$ cat config.mk
export PLATFORM = sky130hd
export DESIGN_NAME = nnis_regs
export DESIGN_NICKNAME = d
export VERILOG_FILES = /design/src/hdl/nearest_neighbor_image_scaler_top_assert.svh /design/src/hdl/nnis_pkg.sv /design/src/hdl/nnis_regs.sv
export SDC_FILE = /design/constraint.sdc
export NUM_CORES = 1
export LEC_CHECK = 0
export BUFFER_PORTS_ARGS = -buffer_cell sky130_fd_sc_hd__buf_2
export CORE_ASPECT_RATIO = 0.5
export CORE_MARGIN = 2
export CORE_UTILIZATION = 42
export DETAILED_ROUTE_END_ITERATION = 16
export PLACE_DENSITY_LB_ADDON = 0.3
export RECOVER_POWER = 100
export SYNTH_ARGS = -nofsm -noshare
export SYNTH_HDL_FRONTEND = slang
export SYNTH_SLANG_ARGS = --single-unit
$ cat constraint.sdc
create_clock -name clk -period 1.5 [get_ports clk]
set_clock_uncertainty 0.2 [all_clocks]
set_input_delay 0.225 -clock clk [delete_from_list [all_inputs] [get_ports clk]]
set_output_delay 0.225 -clock clk [all_outputs]
set_load 0.05 [all_outputs]
$ cat src/hdl/nearest_neighbor_image_scaler_top_assert.svh
// Assertion macros for the nearest-neighbor scaler top level.
// Each macro checks on the rising edge of clk and is disabled while rst_n is low.
`ifndef NEAREST_NEIGHBOR_IMAGE_SCALER_TOP_ASSERT_SVH
`define NEAREST_NEIGHBOR_IMAGE_SCALER_TOP_ASSERT_SVH

// The consequent must hold in the same cycle as the antecedent.
`define NNIS_ASSERT_NOW(label, ante, cons, msg) \
  label: assert property (@(posedge clk) disable iff (!rst_n) (ante) |-> (cons)) \
    else $error(msg);

// The consequent must hold in the cycle after the antecedent.
`define NNIS_ASSERT_NEXT(label, ante, cons, msg) \
  label: assert property (@(posedge clk) disable iff (!rst_n) (ante) |=> (cons)) \
    else $error(msg);

`endif

$ cat src/hdl/nnis_pkg.sv
// Shared types, constants and register codes for the nearest-neighbor scaler.
// Used by the channel interfaces and every module of the block.
`default_nettype none

package nnis_pkg;

  localparam int MAX_DIM_DEF    = 64;
  localparam int PIXEL_BITS_DEF = 32;
  localparam int FRAC_BITS_DEF  = 8;

  localparam int PIX_W   = 32;  // pixel word on the channels
  localparam int DIM_W   = 16;  // factor, scaled sizes and positions
  localparam int SRC_W   = 7;   // source size registers
  localparam int ADDR_W  = 5;   // register byte address
  localparam int DATA_W  = 32;
  localparam int REGI_W  = 3;

  localparam logic [REGI_W-1:0] REG_SRC_WIDTH     = 3'd0;
  localparam logic [REGI_W-1:0] REG_SRC_HEIGHT    = 3'd1;
  localparam logic [REGI_W-1:0] REG_SCALE_FACTOR  = 3'd2;
  localparam logic [REGI_W-1:0] REG_FIT_MODE      = 3'd3;
  localparam logic [REGI_W-1:0] REG_TARGET_WIDTH  = 3'd4;
  localparam logic [REGI_W-1:0] REG_TARGET_HEIGHT = 3'd5;

  localparam logic OP_STORE = 1'b0;
  localparam logic OP_FETCH = 1'b1;

  localparam logic [DIM_W-1:0] FACTOR_ONE = 16'd256;
  localparam logic [DIM_W-1:0] DIM_MAX    = 16'hFFFF;

  typedef struct packed {
    logic [SRC_W-1:0] src_width;
    logic [SRC_W-1:0] src_height;
    logic [DIM_W-1:0] scale_factor;
    logic             fit_mode;
    logic [DIM_W-1:0] target_width;
    logic [DIM_W-1:0] target_height;
  } cfg_t;

  localparam cfg_t CFG_RESET = '{
    src_width:     7'd64,
    src_height:    7'd64,
    scale_factor:  16'd256,
    fit_mode:      1'b0,
    target_width:  16'd64,
    target_height: 16'd64
  };

  typedef struct packed {
    logic busy;
    logic done;
  } div_stat_t;

  typedef enum logic [3:0] {
    ST_IDLE,
    ST_FIT_W,
    ST_FIT_H,
    ST_SIZE_W,
    ST_SIZE_H,
    ST_MAP_X,
    ST_MAP_Y,
    ST_ADDR,
    ST_OUT
  } seq_state_t;

endpackage

`default_nettype wire

$ cat src/hdl/nnis_regs.sv
// APB-style configuration registers of the scaler.
// Depends on nnis_pkg for the register codes and the cfg_t bundle.
`default_nettype none

module nnis_regs import nnis_pkg::*; (
  input  wire logic              clk,
  input  wire logic              rst_n,
  input  wire logic              psel,
  input  wire logic              penable,
  input  wire logic              pwrite,
  input  wire logic [ADDR_W-1:0] paddr,
  input  wire logic [DATA_W-1:0] pwdata,
  output logic      [DATA_W-1:0] prdata,
  output logic                   pready,
  output cfg_t                   cfg
);

  cfg_t              cfg_r, cfg_nxt;
  logic              wr_fire;
  logic [REGI_W-1:0] reg_idx;

  assign pready  = 1'b1;
  assign wr_fire = psel & penable & pwrite;
  assign reg_idx = paddr[ADDR_W-1:2];
  assign cfg     = cfg_r;

  always_comb begin
    cfg_nxt = cfg_r;
    if (wr_fire) begin
      unique case (reg_idx)
        REG_SRC_WIDTH:     cfg_nxt.src_width     = pwdata[SRC_W-1:0];
        REG_SRC_HEIGHT:    cfg_nxt.src_height    = pwdata[SRC_W-1:0];
        REG_SCALE_FACTOR:  cfg_nxt.scale_factor  = pwdata[DIM_W-1:0];
        REG_FIT_MODE:      cfg_nxt.fit_mode      = pwdata[0];
        REG_TARGET_WIDTH:  cfg_nxt.target_width  = pwdata[DIM_W-1:0];
        REG_TARGET_HEIGHT: cfg_nxt.target_height = pwdata[DIM_W-1:0];
        default:           cfg_nxt = cfg_r;
      endcase
    end
  end

  always_comb begin
    prdata = '0;
    unique case (reg_idx)
      REG_SRC_WIDTH:     prdata = DATA_W'(cfg_r.src_width);
      REG_SRC_HEIGHT:    prdata = DATA_W'(cfg_r.src_height);
      REG_SCALE_FACTOR:  prdata = DATA_W'(cfg_r.scale_factor);
      REG_FIT_MODE:      prdata = DATA_W'(cfg_r.fit_mode);
      REG_TARGET_WIDTH:  prdata = DATA_W'(cfg_r.target_width);
      REG_TARGET_HEIGHT: prdata = DATA_W'(cfg_r.target_height);
      default:           prdata = '0;
    endcase
  end

  always_ff @(posedge clk) begin
    if (!rst_n) begin
      cfg_r <= CFG_RESET;
    end else begin
      cfg_r <= cfg_nxt;
    end
  end

endmodule

`default_nettype wire

# Word-level counts from Yosys, hierarchy flattened
# Index checks and enable logic that the tools add are counted.
word_totals:
  reg_bits: 63
  in_bits: 42
  out_inout_bits: 96
op_classes:
  n_bitwise: 2
  n_reduce_logical: 7
  mux: 1
  n_eq_ne: 5
op_table:
  columns: ["operator", "count"]
  rows:
  - ["$pmux W16 S6", 1]
  - ["$reduce_and A2 Y1", 6]
  - ["$eq A3 B2 Y1 const B", 2]
  - ["$eq A3 B3 Y1 const B", 2]
  - ["$eq A3 B1 Y1 const B", 1]
  - ["$logic_not A3 Y1", 1]
  - ["$and A1 B1 Y1", 2]

# Longest topological paths before layout
# Gate-level depths: netlist of run 1.
logic_depth:
  depth_word: 3
  ltp_mapped: 5

# Worst setup path after synthesis of run 1
# No wires, ideal clock.
synth_timing:
  path_kind: "register to output"
  from: "register cfg_r (netlist bit cfg[33])"
  to: "output prdata[0]"
  slack_ns: -0.690
  path_stages_with_launch: 4
  t_arrival_ns: 1.765
  path_buffers: 0
  required_time_ns: 1.075
  cell_sequence: "dfxtp_1 mux4_2 inv_1 o22ai_1"
synth_between:
  elab_chain_len: 1
synth_rtl:
  columns: ["element", "line_no", "rtl"]
  rows:
  - ["from (decl)", "nnis_regs.sv:18", "cfg_t cfg_r, cfg_nxt;"]
  - ["from (signal assigned)", "nnis_regs.sv:59", "cfg_r <= cfg_nxt;"]
  - ["$pmux W16 S6", "nnis_regs.sv:44", "unique case (reg_idx)"]
  - ["to (decl)", "nnis_regs.sv:13", "output logic [DATA_W-1:0] prdata,"]
# Every way passes these cells.

# Worst setup path in the final report of run 1
layout_timing:
  from: "register cfg_r (netlist bit cfg[32])"
  to: "output prdata[0]"
# Same word-level chain as after synthesis.

==> reports/metrics.csv, run 1 <==
metric,value,unit
violations,negative setup slack,
largest_reg_flops,63,
slowest_stage,mux4_2,
vias,2687,
rows,21,
yosys.area.top_type_share,41.76,%
slew_violations,0,
antenna_found_initial,0,
io_pins,138,
dp_worst_setup_slack,-0.3494,ns
grt-ovfl-total,0,
io_buffers,102,
syn_inst,311,
r2r-start,cfg[22]$_SDFFE_PN1P_,
critPathLaunchType,flip-flop,
critical_path.startpoint,cfg[32]$_SDFFE_PN0P_,
drive_above_1_share,55.22,%
max_cap_violations,0,
yosys-top-cells-area,"dfxtp_1, mux2i_1, nand2_1, buf_4, o2bb2ai_1",
cts_tree,built,
wl_per_cell,15.35,um
start_util,44.21,%
max_freq,0.5431,GHz
status,"finished, violations left",
synth_area,3020,um2
multi_input_area,1939,um2
worst_skew_pair.late_latency,0.32,ns
endpoint_kind,output pin,
postRouteAntennaNets,0,
finalWeightedCongestion,0.8201,
ir_drop,0.7151,mV
async_flop_share,0,%
core-area,6832,um2
first_global_vias,2711,
die_w,123.9,um
rsz0062_at_grt,yes,
synth_edf_count,0,
grt_util_all_layers,22.51,%
synth_seq_cells,63,
synth_ff_type,dfxtp_1,
post-route-period-util,122.8,%
yosysWarnings,0,
yosysSeqAreaShare,41.76,%
drtIter0Drc,106,
num-fill-cells,480,
yosysUniqueCellTypes,28,
hp-class,input port to flip-flop,
antenna-diode-count,0,
critPathKind,flip-flop to output pin,
cp.arrival,1.42,ns
cts.path.max_buffers,2,
powerDensity,897.2,nW/um2
seqCellArea,1344,um2
p_leak,2.077,nW
crit_fanout,2,
finalHoldViolCount,0,
crit_chain,mux4_2 -> inv_2 -> o22ai_4 -> buf_6,
route.detailed.drc,0,
grt_pass1_wl,13.45,mm
setup_viol_count_final,55,
timing.final.ws_setup,-0.3414,ns
vias_per_cell,4.868,
yosysTopAreaCell,dfxtp_1,
cts_max_level,3,
cts.reportedPaths.clkPinSlew,0.05,ns
fin_util,71.69,%
grt_max_degree,41,
cpPeakStageDelay,0.46,ns
finalCriticalPeriod,1.841,ns
totalWireLength,8.473,mm
die_y,63.97,um
dp_hpwl,5.940,mm
firstDrtPassIters,4,
cp.required,1.07,ns
postSynthAreaPerCell,9.712,um2
worstHoldStart,pwdata[2],
nets,497,
cts_root_buf,clkbuf_16,
cts.sinks,63,
dieArea,7927,um2
area_growth,62.14,%
numCtsBuffers,9,
## synthesized netlist by cell type, types with 2 or more instances
cell type / instances
buf_2: 6
o21a_1: 3
clkbuf_1: 11
conb_1: 2
nor2b_1: 10
buf_6: 4
buf_4: 17
mux2_2: 3
o21ai_0: 3
a22oi_1: 6
mux2i_1: 79
o22ai_1: 4
o2bb2ai_1: 12
nand2_1: 75
dfxtp_1: 63
## critical path: cells and delay by family (launching register included)
family                 cells  cell delay (ns)
buffers and inverters      2             0.24
flip-flops                 1             0.33
multiplexers               1             0.46
AO/OA/AOI/OAI              1             0.06
## stage by stage
stage	cell area [um2]	instances	hold WS [ns]	power, W	TNS, ns
after CTS	4846	551	0.05663	0.004417	-3.201
after global routing	4897	552	0.08068	0.004522	-8.103
after detailed placement	4193	519	0.2558	0.002229	-8.994
final	4897	552	0.06369	0.004394	-5.509
after floorplan	3473	326	0.1596	0.002124	-0.2394
after global placement	4193	519	0.2475	0.002220	-7.284
## what timing repair did
item                                    CTS  global route
setup buffers                             5             3
endpoints found under the hold margin    23             0
gates cloned                              1             0
pin swaps                                 6            12
endpoints found under the setup margin   16            18
gates resized for setup                  54            27
hold buffers                             10             0
## power by group
| part | total (W) | internal, W | leakage [nW] | switching, W |
|---|---|---|---|---|
| Sequential | 0.00169 | 0.00168 | 0.533 | 0.0000123 |
| Combinational | 0.000578 | 0.000207 | 1.39 | 0.000371 |
| Clock | 0.00212 | 0.00141 | 0.156 | 0.000710 |
## worst paths after layout
path                                        endpoint  slack [ns]  cells past startpoint
worst max-delay path                       prdata[0]       -0.34                      4
worst min-delay path            cfg[51]$_SDFFE_PN0P_        0.06                      3
worst max register to register  cfg[22]$_SDFFE_PN1P_        0.55                      3
worst min register to register  cfg[17]$_SDFFE_PN0P_        0.26                      2
## logic make-up (layout without fill, tap and decap cells)
group                  after synthesis  count (layout)  share of synthesized area [%]
AO/OA/AOI/OAI                       28              28                          7.042
buffers and inverters               41             175                          8.823
flip-flops                          63              63                          41.76
multiplexers                        83              83                          28.04
other                                2              17                         0.2486
AND/OR/NAND/NOR                     94              94                          14.08
## area by class of cell
class,count,share of cell area (%)
repair buffers,158,24.20
flip-flops and latches,63,27.44
clock inverters,3,0.8176
well taps,92,2.351
multi-input cells,222,39.60
inverters,1,0.07665
clock buffers,13,5.519
## cell usage in the layout (no fill, tap or decap), drive strengths merged
cell type	synthesis	routed
buf	29	83
mux2i	79	79
clkbuf	11	78
nand2	75	75
dfxtp	63	63
conb	2	17
o2bb2ai	12	12
dlygate4sd3	0	10
nor2b	10	10
a22oi	6	6
o22ai	4	4
o21a	3	3
mux2	3	3
o21ai	3	3
clkinv	0	2
nand2b	1	1
mux4	1	1
inv	1	1
nor2	1	1
nand4	1	1
nor3	1	1
and4b	1	1
and3b	1	1
and3	1	1
nand3b	1	1
nor3b	1	1
bufinv	0	1
## per-layer routing
metal | up-vias | GRT usage (%) | wire length, um | share of wire [%]
li1 | 1330 | - | - | -
met1 | 1277 | 27.42 | 3811 | 45
met2 | 69 | 38.74 | 4201 | 50
met3 | 11 | 5.268 | 341 | 4.0
met4 | 0 | 8.567 | 119 | 1.4
met5 | - | 0 | 0 | 0
Note: power is estimated with default switching activity, not from simulation.
==> inputs of run 2 (changes only) <==
- SKIP_CTS_REPAIR_TIMING: not set -> 1
==> run 2 against run 1 <==
The run ends with negative hold slack, negative setup slack left. Sequential power about the same. Sequential cell count did not move. First-iteration DRC count is 0.94% higher. Global-route usage fell by 0.87 points. Clock power about the same. Utilization fell by 2.5 points. Power down 0.72%. Setup slack worse by 0.0023 ns. Worst hold slack got worse by 0.070 ns. Via count grew 0.37%. Register-to-register slack is essentially flat. Final cell count decreased by 1.3%. Critical path type unchanged. Largest cell class unchanged. Largest power group unchanged.
==> reports/metrics.csv, run 2 (synthesis results as in run 1) <==
metric,value,unit,change
status,"finished, violations left",,
violations,"negative hold slack, negative setup slack",,
crit_fanout,2,,unchanged
place_area,4193,um2,unchanged
p_sw,0.001079,W,-1.3%
clkPwrFrac,48.6,%,+0.2 points
powerDensity,923.1,nW/um2,+2.9%
dp_worst_setup_slack,-0.3494,ns,unchanged
post-route-period-util,122.9,%,+0.15 points
fin_util,69.18,%,-2.5 points
cts.reportedPaths.clkPinSlew,0.05,ns,about the same
slowest_stage,mux4_2,,
io_pins,138,,unchanged
max_freq,0.5424,GHz,-0.12%
totalWireLength,8.531,mm,+0.68%
antenna-diode-count,0,,unchanged
cts.sinks,63,,unchanged
setup_viol_count_final,17,,-69%
vias_per_cell,4.949,,+1.7%
dp_hpwl,5.940,mm,unchanged
p_leak,2.034,nW,-2.1%
endpoint_kind,output pin,,
largest_reg_flops,63,,unchanged
start_util,44.21,%,unchanged
cts_max_level,3,,unchanged
io_buffers,102,,unchanged
area_growth,56.46,%,
cts.path.max_buffers,2,,unchanged
grt-ovfl-total,0,,unchanged
critPathLaunchType,flip-flop,,
slew_violations,0,,unchanged
route.detailed.drc,0,,unchanged
num-fill-cells,497,,+3.5%
power_frac_comb,12.7,%,-0.4 points
antenna_found_initial,0,,unchanged
dp.cells,519,,unchanged
grt_util_all_layers,21.64,%,-0.87 points
vias,2697,,+0.37%
switching_share,24.73,%,-0.15 points
firstDrtPassIters,4,,unchanged
cts_tree,built,,
hp-class,input port to flip-flop,,
die_y,63.97,um,unchanged
postRouteAntennaNets,0,,unchanged
worst_skew_pair.late_latency,0.33,ns,about the same
rsz0062_at_grt,yes,,
layout.cells.non_filler,545,,-1.3%
power_frac_seq,38.8,%,+0.3 points
drive_above_1_share,55.19,%,about the same
ir_drop,0.6822,mV,-4.6%
grt_max_degree,41,,unchanged
holdWs,-0.005829,ns,-0.06952 ns
finalHoldViolCount,9,,+9
cp.arrival,1.42,ns,about the same
cpPeakStageDelay,0.47,ns,about the same
core-area,6832,um2,unchanged
cp.required,1.07,ns,about the same
p_int,0.003283,W,-0.53%
timing.final.ws_setup,-0.3437,ns,-0.002255 ns
critPathKind,flip-flop to output pin,,
grt_pass1_wl,12.95,mm,-3.7%
die_w,123.9,um,unchanged
finalCriticalPeriod,1.844,ns,+0.002255 ns
numCtsBuffers,9,,unchanged
fin_area,4726,um2,-3.5%
rows,21,,unchanged
cts_root_buf,clkbuf_16,,
drtIter0Drc,107,,+0.94%
final_common_cell,nand2_1,,
dieArea,7927,um2,unchanged
wl_per_cell,15.65,um,+2.0%
max_cap_violations,0,,unchanged
final_cell_mix,"nand2_1, mux2i_1, clkbuf_2",,
finalWeightedCongestion,0.8201,,unchanged
crit_chain,mux4_2 -> inv_2 -> o22ai_4 -> buf_6,,
nets,490,,-1.4%
first_global_vias,2639,,-2.7%
## run 2: cell count changes in the layout (fill, tap and decap cells not counted), sizes merged
cell         delta
buf             -8
clkbuf         +10
dlygate4sd3     -9
## run 2: worst max-delay path, delay by kind of cell (launching register included)
family / cells / cell delay [ns]
AO/OA/AOI/OAI: 1 / 0.06
buffers and inverters: 2 / 0.24
flip-flops: 1 / 0.33
multiplexers: 1 / 0.47
## run 2: worst paths after layout
path	to	cells past startpoint	slack, ns	from
setup reg to reg	cfg[6]$_SDFFE_PN1P_	3	0.55	cfg[6]$_SDFFE_PN1P_
hold reg to reg	cfg[17]$_SDFFE_PN0P_	2	0.26	cfg[17]$_SDFFE_PN0P_
setup / recovery	prdata[0]	4	-0.34	cfg[32]$_SDFFE_PN0P_
hold / removal	cfg[24]$_SDFFE_PN0P_	3	-0.006	pwdata[8]
## run 2: power by group through the flow
stage               Combinational [W]  Clock [W]  Sequential (W)
detailed placement           0.000505          0         0.00172
global route                 0.000583    0.00222         0.00169
CTS                          0.000506    0.00215         0.00169
floorplan                    0.000357          0         0.00177
finish                       0.000552    0.00212         0.00169
global placement             0.000497          0         0.00172
## run 2: per-stage QoR
step	total power [W]	TNS [ns]
4_1_cts	0.004350	-5.393
3_3_place_gp	0.002220	-7.284
2_1_floorplan	0.002124	-0.2394
5_1_grt	0.004491	-4.603
3_5_place_dp	0.002229	-8.994
6_report	0.004362	-3.525
## run 2: per-layer routing
layer,vias to the layer above,wire [um],global-route usage [%]
li1,1314,-,-
met1,1289,3833,26.27
met2,81,4176,36.95
met3,13,390,5.357
met4,0,131,8.567
met5,-,0,0
## run 2: cell type report
class | instances | area [um2] | area share, %
Sequential cell | 63 | 1344 | 28.44
Inverter | 1 | 3.754 | 0.07943
Timing Repair Buffer | 151 | 1082 | 22.90
Clock inverter | 3 | 40.04 | 0.8472
Multi-Input combinational cell | 222 | 1871 | 39.58
Tap cell | 92 | 115.1 | 2.436
Clock buffer | 13 | 270.3 | 5.719
