## config.mk

```make
export PLATFORM = sky130hd
export DESIGN_NAME = nnis_div
export DESIGN_NICKNAME = d
export VERILOG_FILES = /design/src/hdl/nearest_neighbor_image_scaler_top_assert.svh /design/src/hdl/nnis_pkg.sv /design/src/hdl/nnis_div.sv
export SDC_FILE = /design/constraint.sdc
export NUM_CORES = 1
export LEC_CHECK = 0
export ABC_CLOCK_PERIOD_IN_PS = 3300
export BUFFER_PORTS_ARGS = -buffer_cell sky130_fd_sc_hd__buf_2
export CAP_MARGIN = 10
export CORE_AREA = 2 2 78 99
export DETAILED_ROUTE_END_ITERATION = 8
export DIE_AREA = 0 0 80 101
export GPL_TIMING_DRIVEN = 0
export PLACE_DENSITY = 0.8
export SYNTH_ARGS = -nofsm -noshare
export SYNTH_HDL_FRONTEND = slang
export SYNTH_SLANG_ARGS = --single-unit
```

## constraint.sdc

```tcl
create_clock -name clk -period 3.3 [get_ports clk]
set_input_delay 0.33 -clock clk [delete_from_list [all_inputs] [get_ports clk]]
set_output_delay 0.33 -clock clk [all_outputs]
set_load 0.01 [all_outputs]
```

## src/hdl/nearest_neighbor_image_scaler_top_assert.svh

```systemverilog
// Assertion macros for the nearest-neighbor scaler top level.
// Each macro checks on the rising edge of clk and is disabled while rst_n is low.
`ifndef NEAREST_NEIGHBOR_IMAGE_SCALER_TOP_ASSERT_SVH
`define NEAREST_NEIGHBOR_IMAGE_SCALER_TOP_ASSERT_SVH

// The consequent must hold in the same cycle as the antecedent.
`define NNIS_ASSERT_NOW(label, ante, cons, msg) \
  label: assert property (@(posedge clk) disable iff (!rst_n) (ante) |-> (cons)) \
    else $error(msg);

// The consequent must hold in the cycle after the antecedent.
`define NNIS_ASSERT_NEXT(label, ante, cons, msg) \
  label: assert property (@(posedge clk) disable iff (!rst_n) (ante) |=> (cons)) \
    else $error(msg);

`endif

```

## src/hdl/nnis_pkg.sv

```systemverilog
// Shared types, constants and register codes for the nearest-neighbor scaler.
// Used by the channel interfaces and every module of the block.
`default_nettype none

package nnis_pkg;

  localparam int MAX_DIM_DEF    = 64;
  localparam int PIXEL_BITS_DEF = 32;
  localparam int FRAC_BITS_DEF  = 8;

  localparam int PIX_W   = 32;  // pixel word on the channels
  localparam int DIM_W   = 16;  // factor, scaled sizes and positions
  localparam int SRC_W   = 7;   // source size registers
  localparam int ADDR_W  = 5;   // register byte address
  localparam int DATA_W  = 32;
  localparam int REGI_W  = 3;

  localparam logic [REGI_W-1:0] REG_SRC_WIDTH     = 3'd0;
  localparam logic [REGI_W-1:0] REG_SRC_HEIGHT    = 3'd1;
  localparam logic [REGI_W-1:0] REG_SCALE_FACTOR  = 3'd2;
  localparam logic [REGI_W-1:0] REG_FIT_MODE      = 3'd3;
  localparam logic [REGI_W-1:0] REG_TARGET_WIDTH  = 3'd4;
  localparam logic [REGI_W-1:0] REG_TARGET_HEIGHT = 3'd5;

  localparam logic OP_STORE = 1'b0;
  localparam logic OP_FETCH = 1'b1;

  localparam logic [DIM_W-1:0] FACTOR_ONE = 16'd256;
  localparam logic [DIM_W-1:0] DIM_MAX    = 16'hFFFF;

  typedef struct packed {
    logic [SRC_W-1:0] src_width;
    logic [SRC_W-1:0] src_height;
    logic [DIM_W-1:0] scale_factor;
    logic             fit_mode;
    logic [DIM_W-1:0] target_width;
    logic [DIM_W-1:0] target_height;
  } cfg_t;

  localparam cfg_t CFG_RESET = '{
    src_width:     7'd64,
    src_height:    7'd64,
    scale_factor:  16'd256,
    fit_mode:      1'b0,
    target_width:  16'd64,
    target_height: 16'd64
  };

  typedef struct packed {
    logic busy;
    logic done;
  } div_stat_t;

  typedef enum logic [3:0] {
    ST_IDLE,
    ST_FIT_W,
    ST_FIT_H,
    ST_SIZE_W,
    ST_SIZE_H,
    ST_MAP_X,
    ST_MAP_Y,
    ST_ADDR,
    ST_OUT
  } seq_state_t;

endpackage

`default_nettype wire

```

## src/hdl/nnis_div.sv

```systemverilog
// Shared radix-2 restoring divider, one quotient bit per cycle.
// Depends on nnis_pkg for the div_stat_t status bundle.
`default_nettype none

module nnis_div import nnis_pkg::*; #(
  parameter int NUM_W = DIM_W + FRAC_BITS_DEF,
  parameter int DEN_W = DIM_W
) (
  input  wire logic             clk,
  input  wire logic             rst_n,
  input  wire logic             start,
  input  wire logic [NUM_W-1:0] dividend,
  input  wire logic [DEN_W-1:0] divisor,
  output div_stat_t             stat,
  output logic      [NUM_W-1:0] quotient
);

  localparam int CW = $clog2(NUM_W + 1);

  logic             busy_r, busy_nxt;
  logic             done_r, done_nxt;
  logic [CW-1:0]    cnt_r, cnt_nxt;
  logic [DEN_W-1:0] rem_r, rem_nxt;
  logic [DEN_W-1:0] den_r, den_nxt;
  logic [NUM_W-1:0] quo_r, quo_nxt;
  logic [DEN_W:0]   trial;
  logic [DEN_W:0]   diff;

  assign stat.busy = busy_r;
  assign stat.done = done_r;
  assign quotient  = quo_r;

  // The quotient register shifts the dividend out at the top while the
  // quotient bits enter at the bottom.
  always_comb begin
    trial    = {rem_r, quo_r[NUM_W-1]};
    diff     = trial - {1'b0, den_r};
    busy_nxt = busy_r;
    done_nxt = 1'b0;
    cnt_nxt  = cnt_r;
    rem_nxt  = rem_r;
    den_nxt  = den_r;
    quo_nxt  = quo_r;
    if (start && !busy_r) begin
      busy_nxt = 1'b1;
      cnt_nxt  = '0;
      rem_nxt  = '0;
      den_nxt  = divisor;
      quo_nxt  = dividend;
    end else if (busy_r) begin
      if (trial >= {1'b0, den_r}) begin
        rem_nxt = diff[DEN_W-1:0];
        quo_nxt = {quo_r[NUM_W-2:0], 1'b1};
      end else begin
        rem_nxt = trial[DEN_W-1:0];
        quo_nxt = {quo_r[NUM_W-2:0], 1'b0};
      end
      cnt_nxt = cnt_r + CW'(1);
      if (cnt_r == CW'(NUM_W - 1)) begin
        busy_nxt = 1'b0;
        done_nxt = 1'b1;
      end
    end
  end

  always_ff @(posedge clk) begin
    if (!rst_n) begin
      busy_r <= 1'b0;
      done_r <= 1'b0;
      cnt_r  <= '0;
    end else begin
      busy_r <= busy_nxt;
      done_r <= done_nxt;
      cnt_r  <= cnt_nxt;
    end
  end

  always_ff @(posedge clk) begin
    rem_r <= rem_nxt;
    den_r <= den_nxt;
    quo_r <= quo_nxt;
  end

endmodule

`default_nettype wire

```

Word level (Yosys, flattened, before mapping)
Index checks and enable logic that the tools add are counted.
Operators by class
  $add $sub $neg: 2
  $lt $le $gt $ge: 1
  equal/unequal tests: 1
  mux-type cells: 8
  bitwise gates (word level): 2
  reduce and logical (&&, ||, !) cells: 5
Operators with widths (number)
  24-bit two-way mux: 2
  17-bit by 16-bit greater-or-equal comparator with 1-bit output: 1
  16-bit two-way mux: 1
  16-bit subtractor: 1
  5-bit by 1-bit adder with 5-bit output (second input constant): 1
  5-bit equality test (second input constant): 1
  1-bit two-way mux: 5
  3-bit OR reduction: 1
  1-bit inverter: 2
  2-bit nonzero test: 1
  2-bit OR reduction: 1
  1-bit logical AND: 1
  1-bit zero test: 1
Word-level totals
  register bits after elaboration: 63
  input port bits: 43
  logic and storage cells: 25

Longest topological paths before layout
Gate-level depths: netlist (run 1).
  depth after elaboration: 4
  gate-level depth with buffers: 12
  mapped depth without buffers: 10

Worst setup path before layout (run 1)
No wires, ideal clock.
  kind: flip-flop to flip-flop
  start: register den_r[8]
  end: register rem_r[8]
  setup time: 62 ps
  arrival time: 2204 ps
  path slack: 1034 ps
  stages on the path, launching flop included: 11
  path buffers: 1
  period minus slack after synthesis: 2266 ps
  cell sequence: edfxtp_1 inv_1 ha_1 and4_4 nand3_4 a311oi_4 o21ai_2 and2_4 buf_6 or4_1 nand3_1
On the way
  cells in the longest elaborated chain, start to end: 2
  elaborated cells on any way between the ends: 3
  those cells by class: add/sub (1); order compare (1); mux (1)
RTL lines
  start, declared: RTL line nnis_div.sv:24  | logic [DEN_W-1:0] den_r, den_nxt;
  start signal, assigned: RTL line nnis_div.sv:80  | den_r <= den_nxt;
  16-bit subtractor or 17-bit by 16-bit greater-or-equal comparator with 1-bit output (tied branches): RTL line nnis_div.sv:37, nnis_div.sv:51
  16-bit two-way mux (*): RTL line nnis_div.sv:51  | if (trial >= {1'b0, den_r}) begin
  end signal, assigned: RTL line nnis_div.sv:79  | rem_r <= rem_nxt;
  end, declared: RTL line nnis_div.sv:23  | logic [DEN_W-1:0] rem_r, rem_nxt;
Mark *: on every way between the ends. The rest lies on a longest branch, timed or not.
A chain may end at the register's enable or synchronous reset.

Worst setup path after layout (run 1)
Same ends and word-level chain as after synthesis.

==> results by group, run 1 <==
Final layout
  • Most frequent cells in the layout: nand2_1, buf_2, edfxtp_1, inv_1, dfxtp_1
  • Nets: 484
  • Most common cell after layout, fill and taps aside: nand2_1
  • ANT cells: 0
  • Share of cells above drive strength 1: around a quarter
  • Post-Route Utilization: 56.0%
  • Layout area overhead: 19.1%

STA
  • Fin crit share: about three quarters
  • # setup viols final: 0
  • Maximum clock rate: approximately 400 MHz
  • Final Critical Period: between 2 and 2.5 ns
  • Fin. max-slew vios: 0
  • Actual slew at the worst max-slew pin: between 0.9 and 1 ns
  • Final setup TNS: 0 ns
  • Hold Fails Final Rpt: 0
  • Unrepaired setup endpoints after global routing: no
  • Clock Skew: between 0.006 and 0.007 ns
  • Slew HR: 38.4%

Clock network
  • Post-CTS Repair Setup Buffers: 0
  • Hold_buf cts: 0
  • Longest Clk Path Bufs: 2
  • Clock transition at path regs: ~0.07 ns
  • Root buf cell: clkbuf_8
  • CTS buffer count: 9
  • Post_cts resized: 0
  • Clk Latency, worst-skew pair: around 0.35 ns
  • CTS tree: done
  • Num Clock Sinks: 63
  • H-tree depth: 3

Synthesis
  • Synth Register Bits: 63
  • Top_reg_cell synth: edfxtp_1
  • Post-Synthesis Cells: 344
  • Synth top area share: a little over a third
  • Largest cells by area after synthesis: edfxtp_1, dfxtp_1, nand2_1
  • Yosys cell types: 55
  • Net count after synthesis: just over 400
  • Register area share after synthesis: slightly below 50%
  • Synth warn: 0
  • Yosys top cell by area: edfxtp_1
  • Post-Syn Area: about 0.0034 mm2
  • Synthesized area per cell: 9.81 um2
  • Asr flop ratio synth: 0%
  • EDFF count, synth: 40

Power
  • Power Density: 752 mW/mm2
  • Leak Pwr: roughly 1.8 nW
  • Maximum VDD drop: 0.387 mV

Detailed routing
  • Wirelength per Cell: ~14 um
  • Vias per cell: between 5 and 6
  • DR vias: 2812
  • Routed WL: approximately 7500 um
  • Drt initial violations: ~140
  • DRC: 0
  • Router iterations before antenna repair: 4
  • DRT antenna net count: 0

Die
  • Die Area: 0.00808 mm2
  • Die H: around 100 um
  • IO Count: a little under 70
  • Initial core utilization: around 47%
  • FP Rows: 35
  • Die width: roughly 80 um
  • CORE AREA: approximately 0.0072 mm2

Global route
  • Vias in the first global route: roughly 2.9k
  • First-pass GRT wire length: 12600 um
  • Gr ovfl total: 0
  • Gr usage total: roughly a fifth
  • Initial antenna violation count: 0
  • Pin count of the biggest net entering global routing: 26

Placed design
  • DP HPWL: 5440 um
  • Placer Congestion: 0.895
  • Port buffer count: 68

Setup path
  • WP data arrival: around 2.8 ns
  • Worst Setup End Kind: register
  • CP max FO: 8
  • Worst path required time: ~3.6 ns
  • CP Launch Type: register
  • CP Class: reg2reg

Hold path
  • Hold Crit Class: in2reg

Job
  • Max_cap viols: 0

Outcome
  • Status: finished, final reports clean
## stage by stage
stage	cell area (um2)	total power, W	setup slack (ns)	hold slack, ns	std cells
2_1_floorplan	3370	0.00206	1.03	0.429	344
3_3_place_gp	3830	0.00232	0.896	0.467	504
3_5_place_dp	3830	0.00235	0.856	0.477	504
4_1_cts	4020	0.00301	0.820	0.151	520
5_1_grt	4020	0.00322	0.598	0.148	520
6_report	4020	0.00302	0.825	0.156	520
## worst paths after layout
path                   start       end  slack (ns)  cells after the start
setup reg to reg    den_r[8]  rem_r[8]        0.82                     10
hold reg to reg     rem_r[3]  rem_r[3]        0.48                      2
setup / recovery    den_r[8]  rem_r[8]        0.82                     10
hold / removal    divisor[4]  den_r[4]        0.16                      1
## critical path, stage by stage (launching register included)
cell	delay, ns
edfxtp_1	0.33
inv_1	0.04
ha_1	0.39
and4_4	0.29
nand3_4	0.10
nor4_2	0.30
nor2_2	0.12
and2_4	0.15
buf_6	0.12
or4_1	0.47
nand3_1	0.08
## logic make-up after synthesis
kind of cell	share of synthesized area, %
AOI/OAI and AO/OA	14.4
xor gates and xnor gates	3.63
adders and majority gates	6.90
buffers and inverters	5.38
DFF	49.2
muxes	2.37
and+or+nand+nor	18.1
## report_power, final
| group | switching, W | internal, W |
|---|---|---|
| combinational | 0.000717 | 0.000539 |
| clock | 0.000312 | 0.000346 |
| sequential | 0.000104 | 0.00100 |
## Yosys cell counts, types with 3 or more instances
cell type and count:
edfxtp_1 40, a211oi_1 3, inv_1 23, nand2_1 91, nand3_1 6, clkbuf_1 4
xnor2_1 6, a31oi_1 3, a21oi_1 17, and3_1 3, a32oi_1 7, ha_1 17
nor2_1 13, mux2i_1 8, xor2_1 8, o21a_1 4, o21ai_0 15, buf_4 3
nor2b_1 3, a21o_1 3, dfxtp_1 23
## routing by layer
metal / vias up / track usage [%] / routed length (um)
met5: - / 0 / 0
met4: 0 / 8.74 / 155
met3: 17 / 5.38 / 512
met2: 104 / 35.3 / 3880
met1: 1323 / 22.4 / 2980
li1: 1368 / - / -
## final cells by class
cell class	instances	area, um2
buffer	12	92.6
clock buffer	10	128
clock inverter	6	61.3
fill	658	3160
inverter	24	90.1
multi-input combinational	245	1530
sequential	63	1660
tap	92	115
timing repair buffer	68	340
## sequential cells by signal (all words and copies together), names as in the netlist
| register | flops |
|---|---|
| busy_r | 1 |
| cnt_r | 5 |
| den_r | 16 |
| done_r | 1 |
| quotient | 24 |
| rem_r | 16 |
Power figures use the tool's default switching activity.
==> inputs of run 2 (changes only) <==
- ABC_CLOCK_PERIOD_IN_PS: 3300 -> 2500
- clock period: 3.3 -> 2.5 ns (I/O delays scaled with it)
==> run 2 against run 1 <==
- via count is 2.2% higher
- critical path depth unchanged
- maximum frequency grew 1.6%
- total power rose by 38%
- clock-buffer cell count unchanged
==> results by group, run 2 (synthesis results as in run 1) <==
Final layout
  • Most common cell after layout, fill and taps aside: nand2_1 (unchanged)
  • ANT cells: 0 (unchanged)
  • Nets: 490 (was 484)
  • Layout area overhead: 23.1% (was 19.1%)
  • Share of cells above drive strength 1: 28.3% (was 24.8%)
  • Max reg flops: 24 (unchanged)
  • Most frequent cells in the layout: nand2_1, buf_2, edfxtp_1, dfxtp_1, inv_1 (was nand2_1, buf_2, edfxtp_1, inv_1, dfxtp_1)
  • FILL cells: 646 (was 658)

Die
  • IO Count: 69 (unchanged)
  • CORE AREA: 0.00718 mm2 (unchanged)
  • Die Area: 0.00808 mm2 (unchanged)
  • Die H: 101 um (unchanged)
  • FP Rows: 35 (unchanged)
  • Die width: 80 um (unchanged)
  • Initial core utilization: 47.0% (unchanged)

Setup path
  • WP buf/inv: 2 (unchanged)
  • Top delay family on crit path: simple AND/OR/NAND/NOR gates (unchanged)
  • CP max FO: 8 (unchanged)
  • Crit path from: den_r[8] (unchanged)
  • CP max stage delay: 0.48 ns (was 0.47 ns)
  • Worst reg2reg path startpoint: den_r[8] (unchanged)
  • CP Launch Type: register (unchanged)
  • WP data arrival: 2.73 ns (was 2.77 ns)
  • Slowest stage cell on the critical path: or4_4 (was or4_1)
  • CP Cell Sequence: inv_1, ha_4, and4_4, nand3_4, a311oi_4, o21ai_2, and2_4, buf_6, or4_4, nand3_2 (was inv_1, ha_1, and4_4, nand3_4, nor4_2, nor2_2, and2_4, buf_6, or4_1, nand3_1)
  • Worst Setup End Kind: register (unchanged)
  • Worst path required time: 2.79 ns (was 3.59 ns)
  • CP Class: reg2reg (unchanged)

Global route
  • Initial antenna violation count: 0 (unchanged)
  • Pin count of the biggest net entering global routing: 26 (unchanged)
  • Gr usage total: 20.0% (unchanged)
  • Gr ovfl total: 0 (unchanged)
  • First-pass GRT wire length: 12600 um (unchanged)
  • Vias in the first global route: 2901 (unchanged)

STA
  • Maximum clock rate: 411 MHz (was 404 MHz)
  • Final WS setup: 0.0646 ns (was 0.825 ns)
  • Hold Fails Final Rpt: 0 (unchanged)
  • # setup viols final: 0 (unchanged)
  • Actual slew at the worst max-slew pin: 0.942 ns (was 0.924 ns)
  • Final setup TNS: 0 ns (unchanged)
  • Final Critical Period: 2.44 ns (was 2.48 ns)
  • Clock Skew: 0.00656 ns (was 0.00686 ns)
  • Fin. max-slew vios: 0 (unchanged)
  • Fin crit share: 97.4% (was 75.0%)
  • Slew HR: 37.2% (was 38.4%)

Clock network
  • Clock transition at path regs: 0.07 ns (about the same)
  • Longest Clk Path Bufs: 2 (unchanged)
  • H-tree depth: 3 (unchanged)
  • CTS tree: done (unchanged)
  • Clk Latency, worst-skew pair: 0.34 ns (was 0.35 ns)
  • Hold_buf cts: 0 (unchanged)
  • Root buf cell: clkbuf_8 (unchanged)
  • CTS buffer count: 9 (unchanged)
  • Num Clock Sinks: 63 (unchanged)

Detailed routing
  • DRC: 0 (unchanged)
  • Routed WL: 7830 um (was 7530 um)
  • Router iterations before antenna repair: 4 (unchanged)
  • Wirelength per Cell: 14.9 um (was 14.5 um)
  • Vias per cell: 5.47 (was 5.41)
  • Drt initial violations: 129 (was 138)
  • DRT antenna net count: 0 (unchanged)
  • DR vias: 2875 (was 2812)

Hold path
  • HP Start: divisor[4] (unchanged)
  • Hold Crit Class: in2reg (unchanged)

Power
  • Power Density: 1010 mW/mm2 (was 752 mW/mm2)
  • Maximum VDD drop: 0.516 mV (was 0.387 mV)
  • Leak Pwr: 1.89 nW (was 1.84 nW)

Job
  • Max_cap viols: 0 (unchanged)

Placed design
  • Placer Congestion: 0.895 (unchanged)
  • DP HPWL: 5440 um (unchanged)
  • Port buffer count: 68 (unchanged)
  • DP Worst Slack: 0.0564 ns (was 0.856 ns)

Outcome
  • Status: finished, final reports clean (unchanged)
run 2: cell types whose count changed in the layout (fill, tap and decap cells not counted), moves of 2 or more:
cell     before  now
a32oi_1       7    5
nand3_2       0    2
o21ai_0      15   13
a32oi_2       0    2
o21ai_1       0    2
buf_4         3    8
ha_1         17   13
nand3_1       6    4
ha_4          0    4
run 2: layout make-up:
cell class	instances	area (um2)	share of cell area [%]
sequential	63	1660	40.0
multi-input combinational	245	1620	38.9
timing repair buffer	74	385	9.27
clock buffer	10	128	3.07
tap	92	115	2.77
buffer	12	97.6	2.35
inverter	24	90.1	2.17
clock inverter	6	61.3	1.48
run 2: path summary, 6_finish.rpt:
kind                                  to  depth (start not counted)  slack [ns]
worst max-delay path            rem_r[8]                         10        0.06
worst min-delay path            den_r[4]                          1        0.08
worst max register to register  rem_r[8]                         10        0.06
worst min register to register  rem_r[3]                          2        0.49
run 2: per-layer routing:
metal	global-route usage [%]	vias to the layer above	wire (um)
met5	0	-	0
met4	8.74	0	114
met3	5.38	15	523
met2	35.3	98	4020
met1	22.4	1375	3160
li1	-	1387	-
run 2: what timing repair did:
item	in CTS	in global routing
gates resized for setup	0	18
buffers inserted	0	6
endpoints found under the setup margin	0	11
run 2: power by group:
| part | internal, W | total, W | switching (W) |
|---|---|---|---|
| Combinational | 0.000835 | 0.00183 | 0.000995 |
| Clock | 0.000457 | 0.000865 | 0.000408 |
| Sequential | 0.00132 | 0.00148 | 0.000158 |
| Total | 0.00262 | 0.00418 | 0.00156 |
run 2: through the flow:
stage / util (%) / hold WS (ns) / total power, W / cell area (um2) / cells
after floorplan: - / 0.349 / 0.00271 / 3370 / 344
after global placement: 53.3 / 0.429 / 0.00306 / 3830 / 504
after detailed placement: 53.3 / 0.433 / 0.00310 / 3830 / 504
after CTS: 56.0 / 0.0715 / 0.00398 / 4020 / 520
after global routing: 57.9 / 0.0678 / 0.00445 / 4160 / 526
final: 57.9 / 0.0805 / 0.00418 / 4160 / 526
==> inputs of run 3 (changes only) <==
- ABC_CLOCK_PERIOD_IN_PS: 2500 -> 2320
- clock period: 2.5 -> 2.32 ns (I/O delays scaled with it)
==> run 3 against run 2 <==
- non-clock buffer count increased by 1
- largest cell class is now multi-input combinational cells
- routed wire length is 4.3% higher
- critical endpoint unchanged
- global-route usage grew 0.75 points
- sequential share of layout area shrank 0.63 points
- design area rose by 1.6%
==> results by group, run 3 (synthesis results as in run 1) <==
Final layout
  • Nets: 491 (was 490)
  • Most frequent cells in the layout: nand2_1, buf_2, edfxtp_1, dfxtp_1, inv_1 (unchanged)
  • Layout area overhead: 25.1% (was 23.1%)
  • Most common cell after layout, fill and taps aside: nand2_1 (unchanged)
  • Final Cell Area: 0.00422 mm2 (was 0.00416 mm2)
  • Max reg flops: 24 (unchanged)
  • ANT cells: 0 (unchanged)
  • Share of cells above drive strength 1: 30.6% (was 28.3%)

Clock network
  • Clock transition at path regs: 0.07 ns (about the same)
  • Num Clock Sinks: 63 (unchanged)
  • CTS tree: done (unchanged)
  • H-tree depth: 3 (unchanged)
  • Root buf cell: clkbuf_8 (unchanged)
  • Longest Clk Path Bufs: 2 (unchanged)
  • Clk Latency, worst-skew pair: 0.35 ns (was 0.34 ns)
  • CTS buffer count: 9 (unchanged)

Power
  • Leak Pwr: 1.90 nW (was 1.89 nW)
  • Comb power frac: 45.5% (was 43.8%)
  • Sequential power share: 34.4% (was 35.5%)
  • Switching share of power: 38.0% (was 37.4%)
  • Total power: 0.00465 W (was 0.00418 W)
  • Clock network power share: 20.1% (was 20.7%)
  • NetSw: 0.00177 W (was 0.00156 W)
  • Maximum VDD drop: 0.572 mV (was 0.516 mV)
  • Internal cell power: 0.00288 W (was 0.00262 W)
  • Power Density: 1100 mW/mm2 (was 1010 mW/mm2)

Setup path
  • CP max stage delay: 0.48 ns (about the same)
  • Slowest stage cell on the critical path: or4_4 (unchanged)
  • WP data arrival: 2.59 ns (was 2.73 ns)
  • Reg2reg path depth: 10 (unchanged)
  • CP Class: reg2reg (unchanged)
  • Crit path depth: 10 (unchanged)
  • Top delay family on crit path: simple AND/OR/NAND/NOR gates (unchanged)
  • CP max FO: 5 (was 8)
  • RR Endpoint: rem_r[8] (unchanged)
  • Worst Setup End Kind: register (unchanged)
  • Reg-to-reg slack, setup: 0.03 ns (was 0.06 ns)
  • CP Cell Sequence: inv_2, ha_4, buf_6, and4_4, nand3_4, nor4_4, nor2_2, and2_4, or4_4, nand3_2 (was inv_1, ha_4, and4_4, nand3_4, a311oi_4, o21ai_2, and2_4, buf_6, or4_4, nand3_2)
  • WP buf/inv: 2 (unchanged)
  • Worst path required time: 2.61 ns (was 2.79 ns)
  • Worst reg2reg path startpoint: den_r[7] (was den_r[8])
  • CP Launch Type: register (unchanged)

Detailed routing
  • Vias per cell: 5.53 (was 5.47)
  • DRT antenna net count: 0 (unchanged)
  • Drt initial violations: 142 (was 129)
  • Router iterations before antenna repair: 4 (unchanged)
  • Routed WL: 8170 um (was 7830 um)
  • Wirelength per Cell: 15.5 um (was 14.9 um)
  • DR vias: 2912 (was 2875)
  • DRC: 0 (unchanged)

Outcome
  • Status: finished, final reports clean (unchanged)

Die
  • CORE AREA: 0.00718 mm2 (unchanged)
  • Die H: 101 um (unchanged)
  • Die Area: 0.00808 mm2 (unchanged)
  • Initial core utilization: 47.0% (unchanged)
  • Die width: 80 um (unchanged)
  • FP Rows: 35 (unchanged)
  • IO Count: 69 (unchanged)

STA
  • Fin. max-slew vios: 0 (unchanged)
  • Maximum clock rate: 436 MHz (was 411 MHz)
  • Final setup TNS: 0 ns (unchanged)
  • Unrepaired setup endpoints after global routing: yes
  • Fin crit share: 98.8% (was 97.4%)
  • Actual slew at the worst max-slew pin: 0.928 ns (was 0.942 ns)
  • Final Critical Period: 2.29 ns (was 2.44 ns)
  • Slew HR: 38.0% (was 37.2%)
  • # setup viols final: 0 (unchanged)
  • Final hold slack: 0.0588 ns (was 0.0805 ns)
  • Hold Fails Final Rpt: 0 (unchanged)
  • Clock Skew: 0.00761 ns (was 0.00656 ns)

Hold path
  • HP Start: divisor[4] (unchanged)
  • Hold Path Stages: 1 (unchanged)
  • Hold Crit Class: in2reg (unchanged)
  • Hold endpoint: den_r[4] (unchanged)

Placed design
  • Port buffer count: 68 (unchanged)
  • DP HPWL: 5440 um (unchanged)
  • Placed cell areas: 0.00383 mm2 (unchanged)
  • Placer Congestion: 0.895 (unchanged)

Job
  • Max_cap viols: 0 (unchanged)

Global route
  • First-pass GRT wire length: 13100 um (was 12600 um)
  • Vias in the first global route: 3002 (was 2901)
  • Initial antenna violation count: 0 (unchanged)
  • Gr usage total: 20.8% (was 20.0%)
  • Gr ovfl total: 0 (unchanged)
  • Pin count of the biggest net entering global routing: 26 (unchanged)
-- run 3: worst max-delay path by stage --
| stage | startpoint | to | slack, ns |
|---|---|---|---|
| floorplan | den_r[8] | rem_r[8] | 0.05 |
| global placement | den_r[6] | rem_r[8] | -0.08 |
| detailed placement | den_r[6] | rem_r[8] | -0.12 |
| CTS | den_r[7] | rem_r[8] | -0.08 |
| global route | den_r[7] | rem_r[8] | -0.05 |
| finish | den_r[7] | rem_r[8] | 0.03 |
-- run 3: per-stage QoR --
stage          setup WS, ns  utilization (%)  std cells
6_report             0.0268             58.8        527
5_1_grt             -0.0500             58.8        527
4_1_cts             -0.0816             57.8        525
3_5_place_dp         -0.124             53.3        504
3_3_place_gp        -0.0842             53.3        504
2_1_floorplan        0.0544                -        344
-- run 3: cell type report --
class                      count  area [um2]
multi-input combinational    245        1670
buffer                        11        96.3
clock inverter                 6        61.3
clock buffer                  10         128
fill                         627        2960
inverter                      24        90.1
sequential                    63        1660
tap                           92         115
timing repair buffer          76         400
-- run 3: power groups by stage --
stage	Combinational (W)	Sequential, W	Clock (W)
after floorplan	0.00133	0.00159	0
after global placement	0.00171	0.00159	0
after detailed placement	0.00175	0.00159	0
after CTS	0.00195	0.00159	0.000943
after global routing	0.00229	0.00162	0.000997
final	0.00211	0.00160	0.000934
-- run 3: worst register-to-register path: stages (launching register included) --
cell      delay, ns
edfxtp_1       0.34
inv_2          0.04
ha_4           0.25
buf_6          0.09
and4_4         0.26
nand3_4        0.11
nor4_4         0.26
nor2_2         0.11
and2_4         0.21
or4_4          0.49
nand3_2        0.08
-- run 3: repair_timing --
action                     CTS  global route
setup endpoints to repair   36            26
buffers inserted             5             3
hold buffers                 0             0
resized for setup           22            16
pin swaps                    6             8
-- run 3: per-layer routing --
metal	vias up	track usage, %	share of wire (%)
li1	1385	-	-
met1	1378	23.6	38
met2	126	35.6	52
met3	23	5.47	8.3
met4	0	10.6	2.0
met5	-	0	0
